==> src/rtl/bse_pkg.sv <==
package bse_pkg;

  localparam int COORD_W = 10;
  localparam int ITER_W  = 10;
  localparam int VAL_W   = 32;
  localparam int STEP_W  = 31;
  localparam int CFG_IDX_W = 3;

  // register indexes of the configuration port
  localparam logic [CFG_IDX_W-1:0] CFG_ORIGIN_RE = 3'd0;
  localparam logic [CFG_IDX_W-1:0] CFG_ORIGIN_IM = 3'd1;
  localparam logic [CFG_IDX_W-1:0] CFG_STEP_RE   = 3'd2;
  localparam logic [CFG_IDX_W-1:0] CFG_STEP_IM   = 3'd3;
  localparam logic [CFG_IDX_W-1:0] CFG_MAX_ITER  = 3'd4;
  localparam logic [CFG_IDX_W-1:0] CFG_START_RE  = 3'd5;
  localparam logic [CFG_IDX_W-1:0] CFG_START_IM  = 3'd6;

  // reset values of the configuration registers
  localparam logic signed [VAL_W-1:0] RST_ORIGIN_RE = -32'sd50331648;
  localparam logic signed [VAL_W-1:0] RST_ORIGIN_IM = -32'sd33554432;
  localparam logic [STEP_W-1:0]       RST_STEP_RE   = 31'd125829;
  localparam logic [STEP_W-1:0]       RST_STEP_IM   = 31'd83886;
  localparam logic [ITER_W-1:0]       RST_MAX_ITER  = 10'd42;
  localparam logic signed [VAL_W-1:0] RST_START_RE  = 32'sd0;
  localparam logic signed [VAL_W-1:0] RST_START_IM  = 32'sd0;

  // hand-off queue between mapping front and iteration engine
  localparam int Q_DEPTH = 2;
  localparam int Q_PTR_W = 1;
  localparam int Q_CNT_W = 2;

  typedef struct packed {
    logic [COORD_W-1:0] col;
    logic [COORD_W-1:0] row;
  } req_t;

  typedef struct packed {
    logic [COORD_W-1:0] col_out;
    logic [COORD_W-1:0] row_out;
    logic [ITER_W-1:0]  iter_count;
  } res_t;

  typedef struct packed {
    logic signed [VAL_W-1:0] origin_re;
    logic signed [VAL_W-1:0] origin_im;
    logic [STEP_W-1:0]       step_re;
    logic [STEP_W-1:0]       step_im;
    logic [ITER_W-1:0]       max_iter;
    logic signed [VAL_W-1:0] start_re;
    logic signed [VAL_W-1:0] start_im;
  } cfg_t;

  typedef struct packed {
    logic [COORD_W-1:0]      col;
    logic [COORD_W-1:0]      row;
    logic signed [VAL_W-1:0] cr;
    logic signed [VAL_W-1:0] ci;
  } qent_t;

  typedef struct packed {
    logic full;
    logic empty;
  } q_stat_t;

  typedef enum logic [2:0] {
    S_IDLE,
    S_MAG,
    S_MUL,
    S_UPD,
    S_DONE
  } core_state_t;

  function automatic logic signed [VAL_W-1:0] sat32(input logic signed [63:0] v);
    logic signed [63:0] hi;
    logic signed [63:0] lo;
    hi = 64'sd2147483647;
    lo = -64'sd2147483648;
    if (v > hi) begin
      return VAL_W'(hi);
    end else if (v < lo) begin
      return VAL_W'(lo);
    end
    return VAL_W'(v);
  endfunction

  function automatic logic [VAL_W-1:0] mag32(input logic signed [VAL_W-1:0] v);
    logic [VAL_W:0] neg;
    neg = -{v[VAL_W-1], v};
    if (v[VAL_W-1]) begin
      return neg[VAL_W-1:0];
    end
    return VAL_W'(v);
  endfunction

endpackage

==> src/rtl/bse_queue.sv <==
module bse_queue import bse_pkg::*; (
  input  logic    clk,
  input  logic    rst,
  input  logic    push,
  input  qent_t   push_data,
  input  logic    pop,
  output qent_t   head,
  output q_stat_t q_stat
);

  qent_t              slots [Q_DEPTH];
  logic [Q_PTR_W-1:0] wr_ptr;
  logic [Q_PTR_W-1:0] rd_ptr;
  logic [Q_CNT_W-1:0] count;

  assign q_stat.full  = (count == Q_CNT_W'(Q_DEPTH));
  assign q_stat.empty = (count == '0);
  assign head         = slots[rd_ptr];

  always_ff @(posedge clk) begin
    if (rst) begin
      wr_ptr <= '0;
      rd_ptr <= '0;
      count  <= '0;
    end else begin
      if (push) begin
        wr_ptr <= wr_ptr + 1'b1;
      end
      if (pop) begin
        rd_ptr <= rd_ptr + 1'b1;
      end
      if (push && !pop) begin
        count <= count + 1'b1;
      end else if (pop && !push) begin
        count <= count - 1'b1;
      end
    end
  end

  always_ff @(posedge clk) begin
    if (push) begin
      slots[wr_ptr] <= push_data;
    end
  end

endmodule

==> config.mk <==
export PLATFORM = sky130hd
export DESIGN_NAME = bse_queue
export DESIGN_NICKNAME = d
export VERILOG_FILES = /design/src/rtl/bse_pkg.sv /design/src/rtl/bse_queue.sv
export SDC_FILE = /design/constraint.sdc
export NUM_CORES = 1
export LEC_CHECK = 0
export BUFFER_PORTS_ARGS = -buffer_cell sky130_fd_sc_hd__buf_2
export CORE_AREA = 2 2 109 111
export CTS_CLUSTER_SIZE = 40
export DETAILED_ROUTE_END_ITERATION = 16
export DIE_AREA = 0 0 111 113
export GPL_TIMING_DRIVEN = 1
export PLACE_DENSITY_LB_ADDON = 0.08
export SYNTH_ARGS = -nofsm -noshare
export SYNTH_HDL_FRONTEND = slang
export SYNTH_SLANG_ARGS = --single-unit
==> constraint.sdc <==
create_clock -name clk -period 7.5 [get_ports clk]
set_input_delay 1.125 -clock clk [delete_from_list [all_inputs] [get_ports clk]]
set_output_delay 1.125 -clock clk [all_outputs]
set_load 0.03 [all_outputs]
==> results.sh <==
export IMPL_cts_buffers=17
export IMPL_drt_antenna_violating_nets=0
export IMPL_setup_viol=0
export IMPL_core_area_sq_um=11300
export IMPL_via_per_inst=5.19
export IMPL_rsz0062_at_grt="false"
export IMPL_finalHoldViolCount=0
export IMPL_leakage_nw=2.98
export IMPL_dieArea_sq_um=12500
export IMPL_synth_edf_count=168
export IMPL_grt_total_usage_pct=17.7
export IMPL_crit_path_start_kind="register"
export IMPL_wl_um=10900
export IMPL_synth_top_area_share_pct=80.2
export IMPL_clock_latency_ns=0.41
export IMPL_cts_hold_buf=0
export IMPL_finalPower_mw=2.33
export IMPL_dieHeight_um=113
export IMPL_cp_max_fo=84
export IMPL_synth_common_cells="168 x edfxtp_1, 84 x mux2_2, 7 x buf_6"
export IMPL_final_area_sq_um=7880
export IMPL_grt_pass1_vias=3385
export IMPL_synthFlopType="edfxtp_1"
export IMPL_drc=0
export IMPL_initial_core_util_pct=55.8
export IMPL_syn_avg_cell_area_sq_um=22.2
export IMPL_grt_antenna_before_repair=2
export IMPL_place_inst=592
export IMPL_cts_htree_levels=4
export IMPL_ys_seq_elements=173
export IMPL_crit_path_end_kind="output port"
export IMPL_gr_total_overflow=0
export IMPL_ioPinCount=174
export IMPL_status="complete, no violations"
export IMPL_drv_cap=0
export IMPL_cts_tree="yes"
export IMPL_cts_root_buffer="clkbuf_16"
export IMPL_grt_pass1_wl_um=16700
export IMPL_seq_area_frac_synth_pct=81.8
export IMPL_syn_num_nets=372
export IMPL_fin_cells=623
export IMPL_drtIter0Drc=167
export IMPL_antenna_cells=0
export IMPL_slowest_stage="dfxtp_4"
export IMPL_cts_sinks=173
export IMPL_period_needed_ns=3.29
export IMPL_cts_setup_buffers=0
export IMPL_hold_ws_ns=0.522
export IMPL_power_per_cell_area_nw_per_um2=296
export IMPL_slowest_delay_ns=1.09
export IMPL_fin_nets=557
export IMPL_drive_gt1_share_pct=60.8
export IMPL_wl_per_cell_um=17.5
export IMPL_crit_family="flip-flops"
export IMPL_synth_most_common_cell="edfxtp_1"
export IMPL_clk_path_buf_depth=2
export IMPL_vias=3232
export IMPL_grt_max_degree=85
export IMPL_syn_inst=283
export IMPL_gp_congestion=0.749
export IMPL_worstPathRequired_ns=6.38
export IMPL_report_final_slew_viol_count=0
export IMPL_max_slew_margin_rel_pct=24.5
export IMPL_max_freq_ghz=0.304
export IMPL_period_share_pct=43.9
export IMPL_crit_chain="mux2_2 > buf_2"
export IMPL_ir_drop_uv=165
export IMPL_worst_pin_slew_ns=1.13
export IMPL_dp_hpwl_um=6760
export IMPL_synth_area_leaders="edfxtp_1 80%, mux2_2 15%, dfxtp_1 1.6%"
export IMPL_first_pass_iters=4
export IMPL_cp_arrival_ns=2.16
export IMPL_synth_area_leader_cell="edfxtp_1"
export IMPL_area_growth_pct=25.3
export IMPL_critPathKind="reg -> out"
export IMPL_cp_num_buf_inv=1
export IMPL_dpl_cell_area_sq_um=7270
export IMPL_synth_async_sr_flop_share_pct=0
export IMPL_finalSetupTns_ns=0
export IMPL_hold_path_class="reg -> reg"
export IMPL_cts_repair_resized=0
export IMPL_port_buffers=173
export IMPL_die_w_um=111
export IMPL_rows=39
export IMPL_ys_types=16
export IMPL_syn_area_sq_um=6290
export IMPL_clk_pin_slew_worst_paths_ns=0.06
export IMPL_fin_skew_ns=0.00802
export IMPL_yosys_warnings=0
worst register-to-register path: stages (launching register included):
cell and delay, ns:
dfxtp_1 0.40, and2_4 0.46, buf_4 0.69
logic make-up after synthesis:
logic type / Yosys count / synth area share, %
buffers and inverters: 10 / 1.47
AO/OA/AOI/OAI: 2 / 0.159
multiplexers: 84 / 15.0
XOR/XNOR: 4 / 0.557
flip-flops: 173 / 81.8
adder cells (fa/ha/maj): 1 / 0.199
AND/OR/NAND/NOR: 9 / 0.737
worst paths after layout:
path         slack, ns      endpoint  startpoint  cells past startpoint
max               4.21      head[11]    register                      2
min               0.52      register      rd_ptr                      2
max reg2reg       5.55  slots[1][53]      wr_ptr                      2
min reg2reg       0.52      register      rd_ptr                      2
routing by layer:
metal / share of wire (%) / routed length, um / global-route usage, %
met1: 40 / 4310 / 20.4
met2: 50 / 5420 / 29.3
met3: 8.8 / 965 / 7.77
met4: 1.8 / 198 / 7.33
met5: 0.12 / 13 / 0
flip-flops by register name, summed over array words and instances (netlist names), named ones only:
name	flops
wr_ptr	1
slots	168
count	2
rd_ptr	1
per-stage QoR:
stage / worst slack (ns) / util (%)
2_1_floorplan: 2.17 / -
3_3_place_gp: 4.61 / 64.5
3_5_place_dp: 4.63 / 64.5
4_1_cts: 4.18 / 69.9
5_1_grt: 4.08 / 69.9
6_report: 4.21 / 69.9
cells in the final DEF, fill, tap and decap left out, types with 2 or more instances in the layout:
cell type	count
xor2_1	2
mux2_2	84
bufinv_16	4
clkinv_4	2
dfxtp_1	4
buf_2	173
xnor2_1	2
nor2_1	5
clkinv_2	5
buf_4	2
clkbuf_16	17
edfxtp_1	168
where the power goes:
part	switching, mW	internal (mW)
clock	0.331	0.552
sequential	0.0316	1.13
combinational	0.182	0.106
final cells by class:
| cell class | instances | area (sq um) |
|---|---|---|
| timing repair buffer | 175 | 881 |
| multi-input combinational | 100 | 1060 |
| clock buffer | 18 | 429 |
| fill | 757 | 3400 |
| clock inverter | 13 | 174 |
| sequential | 173 | 5150 |
| tap | 143 | 179 |
| inverter | 1 | 3.75 |
Power figures use the tool's default switching activity.
