**src/rtl/bse_pkg.sv**
```systemverilog
package bse_pkg;

  localparam int COORD_W = 10;
  localparam int ITER_W  = 10;
  localparam int VAL_W   = 32;
  localparam int STEP_W  = 31;
  localparam int CFG_IDX_W = 3;

  // register indexes of the configuration port
  localparam logic [CFG_IDX_W-1:0] CFG_ORIGIN_RE = 3'd0;
  localparam logic [CFG_IDX_W-1:0] CFG_ORIGIN_IM = 3'd1;
  localparam logic [CFG_IDX_W-1:0] CFG_STEP_RE   = 3'd2;
  localparam logic [CFG_IDX_W-1:0] CFG_STEP_IM   = 3'd3;
  localparam logic [CFG_IDX_W-1:0] CFG_MAX_ITER  = 3'd4;
  localparam logic [CFG_IDX_W-1:0] CFG_START_RE  = 3'd5;
  localparam logic [CFG_IDX_W-1:0] CFG_START_IM  = 3'd6;

  // reset values of the configuration registers
  localparam logic signed [VAL_W-1:0] RST_ORIGIN_RE = -32'sd50331648;
  localparam logic signed [VAL_W-1:0] RST_ORIGIN_IM = -32'sd33554432;
  localparam logic [STEP_W-1:0]       RST_STEP_RE   = 31'd125829;
  localparam logic [STEP_W-1:0]       RST_STEP_IM   = 31'd83886;
  localparam logic [ITER_W-1:0]       RST_MAX_ITER  = 10'd42;
  localparam logic signed [VAL_W-1:0] RST_START_RE  = 32'sd0;
  localparam logic signed [VAL_W-1:0] RST_START_IM  = 32'sd0;

  // hand-off queue between mapping front and iteration engine
  localparam int Q_DEPTH = 2;
  localparam int Q_PTR_W = 1;
  localparam int Q_CNT_W = 2;

  typedef struct packed {
    logic [COORD_W-1:0] col;
    logic [COORD_W-1:0] row;
  } req_t;

  typedef struct packed {
    logic [COORD_W-1:0] col_out;
    logic [COORD_W-1:0] row_out;
    logic [ITER_W-1:0]  iter_count;
  } res_t;

  typedef struct packed {
    logic signed [VAL_W-1:0] origin_re;
    logic signed [VAL_W-1:0] origin_im;
    logic [STEP_W-1:0]       step_re;
    logic [STEP_W-1:0]       step_im;
    logic [ITER_W-1:0]       max_iter;
    logic signed [VAL_W-1:0] start_re;
    logic signed [VAL_W-1:0] start_im;
  } cfg_t;

  typedef struct packed {
    logic [COORD_W-1:0]      col;
    logic [COORD_W-1:0]      row;
    logic signed [VAL_W-1:0] cr;
    logic signed [VAL_W-1:0] ci;
  } qent_t;

  typedef struct packed {
    logic full;
    logic empty;
  } q_stat_t;

  typedef enum logic [2:0] {
    S_IDLE,
    S_MAG,
    S_MUL,
    S_UPD,
    S_DONE
  } core_state_t;

  function automatic logic signed [VAL_W-1:0] sat32(input logic signed [63:0] v);
    logic signed [63:0] hi;
    logic signed [63:0] lo;
    hi = 64'sd2147483647;
    lo = -64'sd2147483648;
    if (v > hi) begin
      return VAL_W'(hi);
    end else if (v < lo) begin
      return VAL_W'(lo);
    end
    return VAL_W'(v);
  endfunction

  function automatic logic [VAL_W-1:0] mag32(input logic signed [VAL_W-1:0] v);
    logic [VAL_W:0] neg;
    neg = -{v[VAL_W-1], v};
    if (v[VAL_W-1]) begin
      return neg[VAL_W-1:0];
    end
    return VAL_W'(v);
  endfunction

endpackage

```
**src/rtl/bse_front.sv**
```systemverilog
module bse_front import bse_pkg::*; #(
  parameter int COORD_WIDTH = 10
) (
  input  logic    clk,
  input  logic    rst,
  input  cfg_t    cfg,
  input  logic    start,
  input  req_t    req,
  output logic    busy,
  input  q_stat_t q_stat,
  output logic    push,
  output qent_t   push_data
);

  logic                     held;
  logic [COORD_W-1:0]       col;
  logic [COORD_W-1:0]       row;
  logic [COORD_W+STEP_W-1:0] prod_re;
  logic [COORD_W+STEP_W-1:0] prod_im;
  logic [COORD_W-1:0]       col_used;
  logic [COORD_W-1:0]       row_used;
  logic signed [63:0]       sum_re;
  logic signed [63:0]       sum_im;

  // drop coordinate bits above COORD_WIDTH
  always_comb begin
    for (int i = 0; i < COORD_W; i++) begin
      col_used[i] = req.col[i] & (i < COORD_WIDTH);
      row_used[i] = req.row[i] & (i < COORD_WIDTH);
    end
  end

  assign busy = held;
  assign push = held & ~q_stat.full;

  always_ff @(posedge clk) begin
    if (rst) begin
      held <= 1'b0;
    end else if (start && !held) begin
      held <= 1'b1;
    end else if (push) begin
      held <= 1'b0;
    end
  end

  always_ff @(posedge clk) begin
    if (start && !held) begin
      col     <= col_used;
      row     <= row_used;
      prod_re <= (COORD_W+STEP_W)'(col_used) * (COORD_W+STEP_W)'(cfg.step_re);
      prod_im <= (COORD_W+STEP_W)'(row_used) * (COORD_W+STEP_W)'(cfg.step_im);
    end
  end

  assign sum_re = 64'(cfg.origin_re) + 64'(prod_re);
  assign sum_im = 64'(cfg.origin_im) + 64'(prod_im);

  always_comb begin
    push_data.col = col;
    push_data.row = row;
    push_data.cr  = sat32(sum_re);
    push_data.ci  = sat32(sum_im);
  end

endmodule

```
**config.mk**
```make
export PLATFORM = sky130hd
export DESIGN_NAME = bse_front
export DESIGN_NICKNAME = d
export VERILOG_FILES = /design/src/rtl/bse_pkg.sv /design/src/rtl/bse_front.sv
export SDC_FILE = /design/constraint.sdc
export NUM_CORES = 2
export LEC_CHECK = 0
export ABC_AREA = 1
export CAP_MARGIN = 20
export CORE_MARGIN = 5
export CORE_UTILIZATION = 50
export CTS_CLUSTER_DIAMETER = 100
export DETAILED_ROUTE_END_ITERATION = 8
export DONT_BUFFER_PORTS = 1
export GPL_TIMING_DRIVEN = 0
export SETUP_SLACK_MARGIN = 0.1
export SYNTH_ARGS = -nofsm -noshare
export SYNTH_HDL_FRONTEND = slang
export SYNTH_SLANG_ARGS = --single-unit
```
**constraint.sdc**
```tcl
create_clock -name clk -period 9 [get_ports clk]
set_clock_uncertainty 0.1 [all_clocks]
set_input_delay 1.8 -clock clk [delete_from_list [all_inputs] [get_ports clk]]
set_output_delay 1.8 -clock clk [all_outputs]
set_load 0.01 [all_outputs]
```
==> out/qor.csv <==
stage,metric,value,unit
die,Core Rows,91,
die,area of the core,61600,um2
synthesis,ys async rst share,0,%
sta,final worst path period share,82.5,%
setup_path,crit path capture type,flip-flop,
power_and_ir_drop,NetSw,7770,uW
cts,Num CTS Buffers,9,
synthesis,#FFs+latches synth,103,
cells_and_area,Layout area overhead,4.59,%
power_and_ir_drop,Reg power frac,9.2,%
synthesis,top post-synthesis cells by area,"fa_1 30%, nand2_1 18%, inv_1 14%",
sta,worst rel slew slack,36.0,%
sta,final worst slack,1.58,ns
grt,vias in the first global route,26960,
sta,RSZ-0062 raised after global routing,false,
die,I/O pin count,311,
sta,final setup vio count,0,
grt,met1 track demand over resource,41.9,%
cells_and_area,final core utilization,52.6,%
outcome,status,finished clean,
synthesis,sequential-to-total area share from yosys stat,9.94,%
routing,Post-Route WL,92800,um
setup_path,Crit path arrival time,7.43,ns
worst_hold_path,startpoint of the worst hold path,busy,
sta,final critical-path required period,7.42,ns
synthesis,ys flop type,edfxtp_1,
sta,setup TNS,0,ns
run,Max-Cap Viols,0,
grt,met2 GRT Util,44.1,%
setup_path,Max Fanout on Critical Path,10,
synthesis,synthesized area,31000,um2
die,Die Width,259,um
setup_path,Reg-to-Reg End,prod_re[13],
placed_design,buffers added on ports,0,
synthesis,count of cell types in the netlist,48,
synthesis,Synth Instances,4483,
cts,buffer count from post-CTS setup fixing,0,
cells_and_area,Nets,5420,
grt,pin count of the biggest net entering global routing,36,
setup_path,Worst R2R Setup Slack,6.92,ns
routing,Antenna Nets Post-Route,0,
cells_and_area,cell area after layout,32400,um2
setup_path,WP data required,9.01,ns
setup_path,crit start category,input port,
placed_design,global placement routability congestion,0.971,
synthesis,dominant cell type by area after synthesis,fa_1,
power_and_ir_drop,static power due to leakage,0.0192,uW
grt,gr usage total,27.8,%
cells_and_area,layout cell share with drive strength beyond 1,2.60,%
cts,clk_lat worst skew,0.37,ns
die,Die Y-Extent,259,um
placed_design,placed insts,5323,
synthesis,most common cell in the netlist,nand2_1,
cells_and_area,non-filler instance count after layout,5347,
cts,CTS clock-pin slew for the worst setup and hold paths,0.07,ns
cts,CTS Sinks,103,
routing,Post-route DRC,0,
grt,initial antenna violation count,7,
cts,clock root buffer,clkbuf_16,
placed_design,DP HPWL,79200,um
worst_hold_path,Hold Crit Class,flip-flop to flip-flop,
cts,Max clock buf depth,2,
cts,CTS tree,built,
routing,wire per inst,17.3,um
routing,drt first pass iters,5,
setup_path,FF-to-FF path depth,4,
power_and_ir_drop,worst vdd ir,0.232,mV
grt,first-pass GRT wire length,148000,um
synthesis,Synth top area share,29.8,%
die,Starting Density,50.3,%
setup_path,r2r startpoint,busy,
cts,H-tree depth,3,
power_and_ir_drop,clock power share,3.1,%
sta,Max Fclk,135,MHz
routing,vias per cell,5.02,
setup_path,kind of critical path,input port to flip-flop,
power_and_ir_drop,Comb power frac,87.7,%
sta,Slew Limit Fails,0,
synthesis,Synthesis Warnings,0,
power_and_ir_drop,Cell Int Power,5310,uW
synthesis,"EDFF count, synth",102,
power_and_ir_drop,pwr dens,403,nW/um2
sta,Slew @ Worst Pin,0.961,ns
die,die area,67100,um2
grt,peak-usage layer in the global routing report,met2,
synthesis,Post-Syn Nets,5406,
placed_design,DP Area,32100,um2
synthesis,commonest cells in the netlist,"1478 x nand2_1, 1150 x inv_1, 462 x fa_1",
cts,CTS Hold Buffers Added,0,
cts,Resize count post-CTS,0,
synthesis,"Avg Cell Area, Syn",6.92,um2
sta,"Hold Violations, Final",0,
routing,routed via count,26841,
routing,DR iter-0 viols,2050,
power_and_ir_drop,switching share of power,59.4,%
worst_hold_path,hold path depth,2,
grt,total grt overflow,0,
grt,GR Util met3,2.98,%
placed_design,Post-Place Setup Slack,1.38,ns
worst_hold_path,Hold Path End,busy,
-- registers in the layout, indices dropped and copies added, names as in the netlist --
signal,flops
prod_re,41
col,10
row,10
busy,1
prod_im,41
-- layer usage --
metal | up-vias | wire length [um]
li1 | 13167 | -
met1 | 12705 | 44100
met2 | 888 | 41100
met3 | 81 | 6220
met4 | 0 | 1370
met5 | - | 0
-- cell usage in the layout (no fill, tap or decap), types with 55 or more instances in the layout --
| cell type | Yosys | routed |
|---|---|---|
| clkbuf_1 | 114 | 114 |
| xor2_1 | 86 | 86 |
| nor2_1 | 243 | 242 |
| nand2_1 | 1478 | 1478 |
| fa_1 | 462 | 462 |
| edfxtp_1 | 102 | 102 |
| nand3_1 | 92 | 92 |
| o21ai_0 | 55 | 55 |
| a21oi_1 | 153 | 153 |
| ha_1 | 236 | 236 |
| inv_1 | 1150 | 1150 |
-- through the flow --
step	power, uW	hold slack [ns]
final	13100	0.490
after global routing	14600	0.545
after CTS	12900	0.493
after detailed placement	12500	0.481
after global placement	12400	0.426
after floorplan	9390	0.405
-- power groups by stage --
| stage | logic (uW) | registers (uW) | clock network [uW] |
|---|---|---|---|
| 2_1_floorplan | 8210 | 1180 | 0 |
| 3_3_place_gp | 11200 | 1220 | 0 |
| 3_5_place_dp | 11200 | 1220 | 0 |
| 4_1_cts | 11300 | 1210 | 408 |
| 5_1_grt | 12900 | 1220 | 428 |
| 6_report | 11500 | 1210 | 402 |
-- worst max-delay path by stage --
stage	startpoint	end
after global routing	req[1]	prod_im[33]
after floorplan	start	col[0]
after CTS	req[11]	prod_re[31]
final	req[11]	prod_re[31]
after detailed placement	req[11]	prod_re[31]
after global placement	start	col[5]
-- logic make-up after synthesis --
| kind of cell | share of synthesized area, % |
|---|---|
| xor gates and xnor gates | 3.73 |
| and+or+nand+nor | 25.6 |
| adders and majority gates | 39.4 |
| buffers and inverters | 15.9 |
| AOI/OAI and AO/OA | 5.48 |
| DFF | 9.94 |
-- worst max-delay path, cell delays in order --
cell	delay (ns)
clkbuf_1	0.61
nand2_1	0.17
fa_1	0.58
inv_1	0.06
fa_1	0.50
fa_1	0.51
fa_1	0.50
inv_1	0.05
fa_1	0.48
inv_1	0.04
ha_1	0.50
nand2_1	0.15
nor2_1	0.16
inv_1	0.09
nor3_1	0.30
a21oi_1	0.17
o21ai_0	0.39
a21oi_1	0.16
xnor2_1	0.18
-- cell type report --
cell class,count,area (um2)
fill,6381,29200
multi-input combinational,3087,23000
timing repair buffer,3,67.6
clock inverter,7,55.1
buffer,134,591
sequential,103,3080
antenna,8,20.0
clock buffer,9,225
tap,837,1050
inverter,1159,4350
Power figures use the tool's default switching activity.
